**src/hw/rtl/csom_pkg.sv**
```systemverilog
// Package for the connection slot owner manager.
// Holds the command and mark codes, register indexes and the structs that
// travel between the controller and the slot cells. No dependencies.
package csom_pkg;

    // Command codes of the input transfer.
    localparam logic [3:0] CMD_CONNECT    = 4'd0;
    localparam logic [3:0] CMD_DISCONNECT = 4'd1;
    localparam logic [3:0] CMD_CLAIM      = 4'd2;
    localparam logic [3:0] CMD_RELEASE    = 4'd3;
    localparam logic [3:0] CMD_OPEN       = 4'd4;
    localparam logic [3:0] CMD_CLOSE      = 4'd5;
    localparam logic [3:0] CMD_PENDING    = 4'd6;
    localparam logic [3:0] CMD_FAILED     = 4'd7;
    localparam logic [3:0] CMD_QUERY      = 4'd8;

    // Delete marks of a slot.
    localparam logic [1:0] MARK_NONE    = 2'd0;
    localparam logic [1:0] MARK_PENDING = 2'd1;
    localparam logic [1:0] MARK_FAILED  = 2'd2;

    // Configuration register indexes.
    localparam logic REG_WINDOW   = 1'b0;
    localparam logic REG_CAPACITY = 1'b1;

    // Slot index and count fields cover the largest supported slot table (16).
    localparam int SLOT_IDX_W = 4;
    localparam int SLOT_CNT_W = 5;

    // Slot write operations.
    localparam logic [1:0] WR_NONE  = 2'd0;
    localparam logic [1:0] WR_SET   = 2'd1;
    localparam logic [1:0] WR_CLEAR = 2'd2;
    localparam logic [1:0] WR_MARK  = 2'd3;

    // Search record handed from cell to cell.
    typedef struct packed {
        logic                  hit;
        logic [SLOT_IDX_W-1:0] hit_idx;
        logic [31:0]           hit_gen;
        logic [1:0]            hit_mark;
        logic                  free;
        logic [SLOT_IDX_W-1:0] free_idx;
        logic [SLOT_CNT_W-1:0] count;
    } t_probe;

    // Update broadcast from the controller to all cells.
    typedef struct packed {
        logic [1:0]            op;
        logic [SLOT_IDX_W-1:0] idx;
        logic [15:0]           handle;
        logic [31:0]           gen;
        logic [1:0]            mark;
    } t_slot_wr;

endpackage

```
**src/hw/rtl/csom_cell.sv**
```systemverilog
// One connection slot cell: holds handle, generation and delete mark of a slot
// and passes the registered search record to its neighbor. Depends on csom_pkg.
module csom_cell #(
    parameter logic [3:0] SLOT_ID = 4'd0
) (
    input  logic              i_clk,
    input  logic              i_rst_n,
    input  logic [15:0]       i_handle,
    input  csom_pkg::t_probe  i_probe,
    input  csom_pkg::t_slot_wr i_wr,
    output csom_pkg::t_probe  o_probe
);
    import csom_pkg::*;

    logic        r_used;
    logic [15:0] r_handle;
    logic [31:0] r_gen;
    logic [1:0]  r_mark;
    t_probe      n_probe;
    t_probe      r_probe;

    // Merge this slot into the search record: first match and first free slot win.
    always_comb begin
        n_probe = i_probe;
        if (!i_probe.hit && r_used && (r_handle == i_handle)) begin
            n_probe.hit      = 1'b1;
            n_probe.hit_idx  = SLOT_ID;
            n_probe.hit_gen  = r_gen;
            n_probe.hit_mark = r_mark;
        end
        if (!i_probe.free && !r_used) begin
            n_probe.free     = 1'b1;
            n_probe.free_idx = SLOT_ID;
        end
        n_probe.count = i_probe.count + SLOT_CNT_W'(r_used);
    end

    // The search record moves one cell per cycle.
    always_ff @(posedge i_clk) begin
        r_probe <= n_probe;
    end

    assign o_probe = r_probe;

    // Slot contents, updated by the controller at the end of a command.
    always_ff @(posedge i_clk) begin
        if (!i_rst_n) begin
            r_used   <= 1'b0;
            r_handle <= '0;
            r_gen    <= '0;
            r_mark   <= MARK_NONE;
        end else if (i_wr.idx == SLOT_ID) begin
            unique case (i_wr.op)
                WR_SET: begin
                    r_used   <= 1'b1;
                    r_handle <= i_wr.handle;
                    r_gen    <= i_wr.gen;
                    r_mark   <= MARK_NONE;
                end
                WR_CLEAR: begin
                    r_used   <= 1'b0;
                    r_handle <= '0;
                    r_gen    <= '0;
                    r_mark   <= MARK_NONE;
                end
                WR_MARK: begin
                    r_mark <= i_wr.mark;
                end
                default: begin
                end
            endcase
        end
    end

endmodule

```
**src/hw/rtl/connection_slot_owner_manager.sv**
```systemverilog
// Top level of the connection slot owner manager: command controller, lock,
// pairing window and the chain of slot cells. Depends on csom_pkg, csom_cell.
//
// Usage: one command enters per transfer on the slave stream (command code in
// s_tuser, operands in s_tdata) and exactly one result leaves on the master
// stream (m_tdata). Commands connect, disconnect, claim or release the motion
// lock, open or close the pairing window, set delete marks or query a handle.
// A command is accepted, then the search record walks the row of slot cells,
// and then state is updated and the result register loaded. The slave side
// is ready only between commands.
// If the receiver stalls, the result waits in the output register; the next
// command may still be accepted and searched, and its commit waits until the
// held result has been transferred.
// Reset empties all slots, drops the lock, closes the window, clears the
// generation counter and loads the window length (60000 ms) and bond
// capacity (8). Configuration writes are taken in any cycle, no wait states.
module connection_slot_owner_manager #(
    parameter int SLOT_COUNT = 4
) (
    input  logic        i_clk,
    input  logic        i_rst_n,
    // Command stream. s_tuser: cmd[3:0]. s_tdata: handle[15:0],
    // conn_generation[47:16], now_ms[79:48], bonds[87:80].
    input  logic        s_tvalid,
    output logic        s_tready,
    input  logic [3:0]  s_tuser,
    input  logic [87:0] s_tdata,
    // Result stream. m_tdata: ok[0], slot_index[2:1], slot_gen_out[34:3],
    // lock_owner[35], slot_delete_mark[37:36], connection_count[40:38],
    // lock_held[41], window_open[42], window_remaining_ms[73:43],
    // may_pair[74], zero [79:75].
    output logic        m_tvalid,
    input  logic        m_tready,
    output logic [79:0] m_tdata,
    // Configuration write port.
    input  logic        i_cfg_we,
    input  logic        i_cfg_addr,
    input  logic [30:0] i_cfg_data
);
    import csom_pkg::*;

    localparam int CNT_W = (SLOT_COUNT > 1) ? $clog2(SLOT_COUNT) : 1;

    localparam logic [1:0] S_IDLE   = 2'd0;
    localparam logic [1:0] S_SEARCH = 2'd1;
    localparam logic [1:0] S_DONE   = 2'd2;

    logic [1:0]       r_state;
    logic [CNT_W-1:0] r_cnt;

    logic [3:0]  r_cmd;
    logic [15:0] r_handle;
    logic [31:0] r_cgen;
    logic [31:0] r_now;
    logic [7:0]  r_bonds;

    logic [30:0] r_window_ms;
    logic [7:0]  r_capacity;
    logic [31:0] r_gen_counter;
    logic        r_owner_valid;
    logic [15:0] r_owner_handle;
    logic [31:0] r_owner_gen;
    logic        r_open_flag;
    logic [31:0] r_deadline;

    logic        r_out_valid;
    logic [79:0] r_out_data;

    t_probe   w_probe [SLOT_COUNT+1];
    t_probe   p_tail;
    t_slot_wr w_wr;

    logic        w_commit;
    logic        n_ok;
    logic [SLOT_IDX_W-1:0] n_idx;
    logic [31:0] n_sgen;
    logic        n_was;
    logic [1:0]  n_mark;
    logic [SLOT_CNT_W-1:0] n_count;
    logic [31:0] n_gen_counter;
    logic        n_owner_valid;
    logic [15:0] n_owner_handle;
    logic [31:0] n_owner_gen;
    logic        n_open_flag;
    logic [31:0] n_deadline;
    logic        n_open;
    logic [31:0] n_diff;
    logic [31:0] n_remain;
    logic        n_may;
    logic [31:0] w_gen_inc;

    // Row of slot cells; the first cell starts from an empty search record.
    assign w_probe[0] = '0;
    for (genvar g = 0; g < SLOT_COUNT; g++) begin : g_cell
        csom_cell #(
            .SLOT_ID (4'(g))
        ) u_cell (
            .i_clk    (i_clk),
            .i_rst_n  (i_rst_n),
            .i_handle (r_handle),
            .i_probe  (w_probe[g]),
            .i_wr     (w_wr),
            .o_probe  (w_probe[g+1])
        );
    end
    assign p_tail = w_probe[SLOT_COUNT];

    assign s_tready = (r_state == S_IDLE);
    assign w_commit = (r_state == S_DONE) && (!r_out_valid || m_tready);
    assign w_gen_inc = r_gen_counter + 32'd1;

    // Command decision from the finished search record.
    always_comb begin
        n_ok           = 1'b0;
        n_idx          = '0;
        n_sgen         = '0;
        n_was          = 1'b0;
        n_mark         = MARK_NONE;
        n_count        = p_tail.count;
        n_gen_counter  = r_gen_counter;
        n_owner_valid  = r_owner_valid;
        n_owner_handle = r_owner_handle;
        n_owner_gen    = r_owner_gen;
        n_open_flag    = r_open_flag;
        n_deadline     = r_deadline;
        w_wr           = '0;
        w_wr.op        = WR_NONE;
        w_wr.handle    = r_handle;
        unique case (r_cmd)
            CMD_CONNECT: begin
                if (!p_tail.hit && p_tail.free) begin
                    n_gen_counter = (w_gen_inc == 32'd0) ? 32'd1 : w_gen_inc;
                    w_wr.op  = WR_SET;
                    w_wr.idx = p_tail.free_idx;
                    w_wr.gen = n_gen_counter;
                    n_ok     = 1'b1;
                    n_idx    = p_tail.free_idx;
                    n_sgen   = n_gen_counter;
                    n_count  = p_tail.count + SLOT_CNT_W'(1);
                end
            end
            CMD_DISCONNECT: begin
                if (p_tail.hit && (p_tail.hit_gen == r_cgen)) begin
                    if (r_owner_valid && (r_owner_handle == r_handle)
                            && (r_owner_gen == r_cgen)) begin
                        n_was          = 1'b1;
                        n_owner_valid  = 1'b0;
                        n_owner_handle = '0;
                        n_owner_gen    = '0;
                    end
                    w_wr.op  = WR_CLEAR;
                    w_wr.idx = p_tail.hit_idx;
                    n_ok     = 1'b1;
                    n_idx    = p_tail.hit_idx;
                    n_sgen   = p_tail.hit_gen;
                    n_count  = p_tail.count - SLOT_CNT_W'(1);
                end
            end
            CMD_CLAIM: begin
                if (p_tail.hit) begin
                    n_idx  = p_tail.hit_idx;
                    n_sgen = p_tail.hit_gen;
                    n_mark = p_tail.hit_mark;
                    if ((p_tail.hit_mark != MARK_PENDING) && (!r_owner_valid
                            || ((r_owner_handle == r_handle)
                            && (r_owner_gen == p_tail.hit_gen)))) begin
                        n_owner_valid  = 1'b1;
                        n_owner_handle = r_handle;
                        n_owner_gen    = p_tail.hit_gen;
                        n_ok           = 1'b1;
                    end
                end
            end
            CMD_RELEASE: begin
                n_ok           = r_owner_valid;
                n_owner_valid  = 1'b0;
                n_owner_handle = '0;
                n_owner_gen    = '0;
            end
            CMD_OPEN: begin
                n_open_flag = 1'b1;
                n_deadline  = r_now + {1'b0, r_window_ms};
                n_ok        = 1'b1;
            end
            CMD_CLOSE: begin
                n_open_flag = 1'b0;
                n_deadline  = '0;
                n_ok        = 1'b1;
            end
            CMD_PENDING, CMD_FAILED: begin
                if (p_tail.hit) begin
                    w_wr.op   = WR_MARK;
                    w_wr.idx  = p_tail.hit_idx;
                    w_wr.mark = (r_cmd == CMD_PENDING) ? MARK_PENDING : MARK_FAILED;
                    n_ok      = 1'b1;
                    n_idx     = p_tail.hit_idx;
                    n_sgen    = p_tail.hit_gen;
                    n_mark    = w_wr.mark;
                end
            end
            CMD_QUERY: begin
                n_ok = 1'b1;
                if (p_tail.hit) begin
                    n_idx  = p_tail.hit_idx;
                    n_sgen = p_tail.hit_gen;
                    n_mark = p_tail.hit_mark;
                end
            end
            default: begin
            end
        endcase

        // Window status after the command: it closes once the deadline is reached.
        n_diff = r_now - n_deadline;
        n_open = n_open_flag && n_diff[31];
        if (!n_open) begin
            n_open_flag = 1'b0;
            n_deadline  = '0;
        end
        n_remain = n_open ? (n_deadline - r_now) : 32'd0;
        n_may    = (r_capacity != 8'd0) && (r_bonds < r_capacity) && n_open;

        // Slot writes happen only in the commit cycle.
        if (!w_commit) begin
            w_wr.op = WR_NONE;
        end
    end

    // Command sequencer: accept, walk the cell row, commit.
    always_ff @(posedge i_clk) begin
        if (!i_rst_n) begin
            r_state <= S_IDLE;
            r_cnt   <= '0;
        end else begin
            unique case (r_state)
                S_IDLE: begin
                    if (s_tvalid) begin
                        r_state <= S_SEARCH;
                        r_cnt   <= '0;
                    end
                end
                S_SEARCH: begin
                    if (r_cnt == CNT_W'(SLOT_COUNT - 1)) begin
                        r_state <= S_DONE;
                    end else begin
                        r_cnt <= r_cnt + CNT_W'(1);
                    end
                end
                S_DONE: begin
                    if (w_commit) begin
                        r_state <= S_IDLE;
                    end
                end
                default: begin
                    r_state <= S_IDLE;
                end
            endcase
        end
    end

    // Command fields are captured at the input transfer.
    always_ff @(posedge i_clk) begin
        if (s_tvalid && s_tready) begin
            r_cmd    <= s_tuser;
            r_handle <= s_tdata[15:0];
            r_cgen   <= s_tdata[47:16];
            r_now    <= s_tdata[79:48];
            r_bonds  <= s_tdata[87:80];
        end
    end

    // Configuration registers.
    always_ff @(posedge i_clk) begin
        if (!i_rst_n) begin
            r_window_ms <= 31'd60000;
            r_capacity  <= 8'd8;
        end else if (i_cfg_we) begin
            unique case (i_cfg_addr)
                REG_WINDOW:   r_window_ms <= i_cfg_data;
                REG_CAPACITY: r_capacity  <= i_cfg_data[7:0];
                default: begin
                end
            endcase
        end
    end

    // Generation counter, motion lock and pairing window.
    always_ff @(posedge i_clk) begin
        if (!i_rst_n) begin
            r_gen_counter  <= '0;
            r_owner_valid  <= 1'b0;
            r_owner_handle <= '0;
            r_owner_gen    <= '0;
            r_open_flag    <= 1'b0;
            r_deadline     <= '0;
        end else if (w_commit) begin
            r_gen_counter  <= n_gen_counter;
            r_owner_valid  <= n_owner_valid;
            r_owner_handle <= n_owner_handle;
            r_owner_gen    <= n_owner_gen;
            r_open_flag    <= n_open_flag;
            r_deadline     <= n_deadline;
        end
    end

    // Result register of the master stream.
    always_ff @(posedge i_clk) begin
        if (!i_rst_n) begin
            r_out_valid <= 1'b0;
        end else if (w_commit) begin
            r_out_valid <= 1'b1;
        end else if (m_tready) begin
            r_out_valid <= 1'b0;
        end
    end

    always_ff @(posedge i_clk) begin
        if (w_commit) begin
            r_out_data <= {5'd0, n_may, n_remain[30:0], n_open, n_owner_valid,
                           n_count[2:0], n_mark, n_was, n_sgen, n_idx[1:0], n_ok};
        end
    end

    assign m_tvalid = r_out_valid;
    assign m_tdata  = r_out_data;

    // The reported slot count never exceeds the table size.
    a_count_range: assert property (@(posedge i_clk) disable iff (!i_rst_n)
        m_tvalid |-> (m_tdata[40:38] <= 3'(SLOT_COUNT)))
        else $error("connection count above slot count");

    // An accepted command always starts a fresh walk of the cell row.
    a_accept_search: assert property (@(posedge i_clk) disable iff (!i_rst_n)
        (s_tvalid && s_tready) |=> ((r_state == S_SEARCH) && (r_cnt == '0)))
        else $error("accepted command did not start a search");

    // A commit always loads a result and returns to idle.
    a_commit_result: assert property (@(posedge i_clk) disable iff (!i_rst_n)
        w_commit |=> (m_tvalid && (r_state == S_IDLE)))
        else $error("commit without result");

endmodule

```
**config.mk**
```make
export PLATFORM = sky130hd
export DESIGN_NAME = connection_slot_owner_manager
export DESIGN_NICKNAME = d
export VERILOG_FILES = /design/src/hw/rtl/csom_pkg.sv /design/src/hw/rtl/csom_cell.sv /design/src/hw/rtl/connection_slot_owner_manager.sv
export SDC_FILE = /design/constraint.sdc
export NUM_CORES = 2
export LEC_CHECK = 0
export ABC_AREA = 0
export BUFFER_PORTS_ARGS = -buffer_cell sky130_fd_sc_hd__buf_2
export CORE_MARGIN = 2
export CORE_UTILIZATION = 53
export CTS_BUF_LIST = sky130_fd_sc_hd__clkbuf_8
export CTS_CLUSTER_DIAMETER = 30
export CTS_CLUSTER_SIZE = 14
export DETAILED_ROUTE_END_ITERATION = 10
export GPL_ROUTABILITY_DRIVEN = 1
export PLACE_DENSITY_LB_ADDON = 0.3
export RECOVER_POWER = 25
export SETUP_SLACK_MARGIN = 0.02
export SKIP_LAST_GASP = 1
export SLEW_MARGIN = 10
export SYNTH_ARGS = -nofsm -noshare
export SYNTH_HDL_FRONTEND = slang
export SYNTH_SLANG_ARGS = --single-unit
```
**constraint.sdc**
```tcl
create_clock -name i_clk -period 8.9 [get_ports i_clk]
set_input_delay 1.78 -clock i_clk [delete_from_list [all_inputs] [get_ports i_clk]]
set_output_delay 1.78 -clock i_clk [all_outputs]
set_load 0.05 [all_outputs]
```
==> summary.md <==
| Metric | Value |
|---|---|
| Run status | `finished with violations` |
| Failing checks | `max-capacitance violations, max-slew violations` |
| Post-DP HPWL | `58.0 mm` |
| Mean area per synthesized cell | `8.92 sq um` |
| Lkg Pwr | `14.1 nW` |
| Share of layout cells above drive strength 1 | `13.8%` |
| Routed vias | `between 20000 and 30000` |
| Main combinational cell family by area after synthesis | `simple AND/OR/NAND/NOR gates` |
| Clock root cell | `clkbuf_8` |
| Footprint of the multi-input gates | `14800 sq um` |
| Final design utilization | `roughly 61%` |
| H-tree depth | `4` |
| Switching Power | `1.74 mW` |
| Startpoint types | `register` |
| Upper clock frequency limit | `121 MHz` |
| EDFF count, synth | `roughly 170` |
| Cell Int Power | `about 5.5 mW` |
| CP delay by family, top | `compound AO/OA/AOI/OAI gates` |
| Cell mode on critical path | `a21oi_1` |
| Synth warn | `0` |
| WP data required | `9420 ps` |
| Synth cell types | `80` |
| Fillcell total | `around 5000` |
| Setup TNS | `0 ps` |
| Critical Path AT | `8760 ps` |
| Setup violators final | `0` |
| Sequential power share | `45.8%` |
| Ys async rst share | `0%` |
| RSZ-0062 raised after global routing | `no` |
| Vias in the first global route | `24200` |
| Die Y | `247 um` |
| Initial core utilization | `between 50% and 60%` |
| Synth Area in Compound Gates | `12.6%` |
| Clk buf depth | `3` |
| Worst Skew | `roughly 47 ps` |
| Hold_buf cts | `0` |
| Gate power share | `5.0%` |
| Fin crit share | `approximately 93%` |
| Die area | `61200 sq um` |
| Clk_lat worst skew | `800 ps` |
| Critical Path Fanout Max | `6` |
| Core area | `58800 sq um` |
| Most frequent cells in the layout | `nand2_1, dfxtp_1, a21oi_1` |
| Worst Max-Slew Pin Slew | `between 4000 and 5000 ps` |
| Clock buffer count from CTS | `130` |
| Top_reg_cell synth | `dfxtp_1` |
| Initial DRC Count | `~2100` |
| Crit-path max cell delay | `490 ps` |
| Clock Sink Count | `just under 700` |
| Post-Synth XOR/XNOR Area | `7.76%` |
| Final hold vios | `0` |
| Power per cell area | `200 nW/um^2` |
| Largest net degree at the start of global routing | `between 200 and 250` |
| GRT Residual Overflow | `0` |
| Drt drc | `0` |
| Worst path bufs/invs | `3` |
| Mux cell area share after synthesis | `1.54%` |
| CP Class | `reg2reg` |
| Yosys reg bits | `692` |
| Post-Synth Adder-Cell Area | `4.51%` |
| Vias/cell | `5.56` |
| Synth Instances | `~3500` |
| First-pass GRT wire length | `around 130 mm` |
| Area Overhead vs Synth | `14.7%` |
| Post-layout min period | `roughly 8200 ps` |
| Peak supply drop | `0.212 mV` |
| TritonRoute pass-1 iters | `8` |
| Antenna violations before repair | `2` |
| Routed WL | `86.7 mm` |
| Slowest CP cell | `nor4_2` |
| Switch share | `roughly a quarter` |
| # IOs | `211` |
| Maxcap violations | `7` |
| PortBufs | `a little over 200` |
| Final ANT Viol Nets | `0` |
| Mapped Area | `31400 sq um` |
| Row Count | `just under 90` |
| RD Place Congestion | `0.938` |
| Reg clk slew, reported paths | `70 ps` |
| Die width | `247 um` |
| Simple-Gate Fraction of Synth Area | `20.5%` |
| Register Area | `15500 sq um` |
| Total GRT Usage | `between 20% and 30%` |
| WL/cell | `18.9 um` |
| Fin nets | `slightly below 4000` |
| Fin. max-slew vios | `325` |
| TritonCTS clock tree | `yes` |
| Hold_ws | `about 380 ps` |
| CP Capture Type | `register` |
| Hold Path Class | `reg2reg` |
| Seq/Total Area, Yosys | `49.5%` |
| Max_slew headroom | `-196%` |
| Clk pwr share | `49.2%` |
| Most common cell after layout, fill and taps aside | `nand2_1` |
## area by class of cell
type | instances | share of cell area [%]
timing repair buffer | 251 | 3.80
tap | 773 | 2.69
multi-input combinational | 2553 | 41.2
inverter | 68 | 0.716
sequential | 692 | 43.1
clock inverter | 94 | 3.01
clock buffer | 141 | 5.39
antenna | 4 | 0.0278
## cell usage after synthesis, types with 5 or more instances
cell / n / share of area [%]
nand3_1: 133 / 2.1
a21o_1: 26 / 0.62
a21boi_0: 5 / 0.12
o211ai_1: 7 / 0.17
nor3_1: 40 / 0.64
or3_1: 28 / 0.56
and3_1: 16 / 0.32
a31oi_1: 15 / 0.30
o21bai_1: 10 / 0.24
o21a_1: 15 / 0.36
mux2_2: 35 / 1.3
dfxtp_1: 525 / 33
nand4_1: 24 / 0.48
mux2i_1: 9 / 0.29
a32oi_1: 5 / 0.14
a22o_1: 5 / 0.14
xor2_1: 212 / 5.9
clkbuf_1: 175 / 2.1
a22oi_1: 23 / 0.55
ha_1: 110 / 4.4
o21ai_1: 21 / 0.33
nor2_1: 174 / 2.1
nand2_1: 790 / 9.4
o21ai_0: 116 / 1.8
nor4_1: 47 / 0.94
xnor2_1: 66 / 1.8
nand2b_1: 75 / 1.5
buf_4: 13 / 0.31
a21oi_1: 351 / 5.6
nor2b_1: 35 / 0.70
edfxtp_1: 167 / 16
inv_1: 66 / 0.79
a211oi_1: 21 / 0.50
buf_2: 18 / 0.29
o31ai_1: 8 / 0.19
and2_1: 49 / 0.98
## per-stage QoR
step	power (mW)	std cells	area, sq um	setup WS [ps]
after CTS	7.25	4568	36000	367
after floorplan	3.59	3522	31400	1700
after detailed placement	3.71	4333	32900	403
after global routing	7.44	4574	36000	63.3
final	7.20	4576	36000	662
after global placement	3.71	4333	32900	616
## registers in the layout, indices dropped and copies added, names as in the netlist, 8 cells and up
register	cells
g_cell.u_cell.o_probe	163
g_cell.u_cell.r_gen	128
g_cell.u_cell.r_handle	64
g_cell.u_cell.r_mark	8
m_tdata	75
r_bonds	8
r_capacity	8
r_cgen	32
r_deadline	32
r_gen_counter	32
r_handle	16
r_now	32
r_owner_gen	32
r_owner_handle	16
r_window_ms	31
## what timing repair did
| action | CTS | global route |
|---|---|---|
| hold endpoints to repair | 0 | 0 |
| resized for setup | 0 | 8 |
| endpoints found under the setup margin | 0 | 9 |
| setup buffers | 0 | 3 |
## routing by layer
| metal | vias up | track usage [%] | part of all wire (%) |
|---|---|---|---|
| li1 | 12400 | - | - |
| met1 | 12000 | 37.2 | 44 |
| met2 | 905 | 44.6 | 46 |
| met3 | 169 | 5.62 | 7.2 |
| met4 | 0 | 11.3 | 3.0 |
| met5 | - | 0 | 0 |
## power groups by stage
stage / clock (mW) / combinational [mW] / sequential, mW
after global placement: 0 / 0.348 / 3.36
after global routing: 3.75 / 0.395 / 3.30
after CTS: 3.60 / 0.352 / 3.30
final: 3.54 / 0.359 / 3.30
after floorplan: 0 / 0.254 / 3.34
after detailed placement: 0 / 0.348 / 3.36
## final timing paths
| kind | startpoint | endpoint | slack, ps | cells after the start |
|---|---|---|---|---|
| max | r_now[0] | m_tdata[73] | 660 | 35 |
| min | g_cell[0].u_cell.r_used | g_cell[0].u_cell.o_probe[0] | 380 | 0 |
| max reg2reg | r_now[0] | m_tdata[73] | 660 | 35 |
| min reg2reg | g_cell[0].u_cell.r_used | g_cell[0].u_cell.o_probe[0] | 380 | 0 |
## logic make-up (layout without fill, tap and decap cells)
group | count (synthesis) | after routing
simple gates | 1437 | 1437
flops | 692 | 692
compound gates | 676 | 677
xor+xnor | 278 | 278
buf+inv | 278 | 554
fa+ha+maj | 112 | 112
mux | 44 | 44
other cells | 1 | 9
Note: power is estimated with default switching activity, not from simulation.
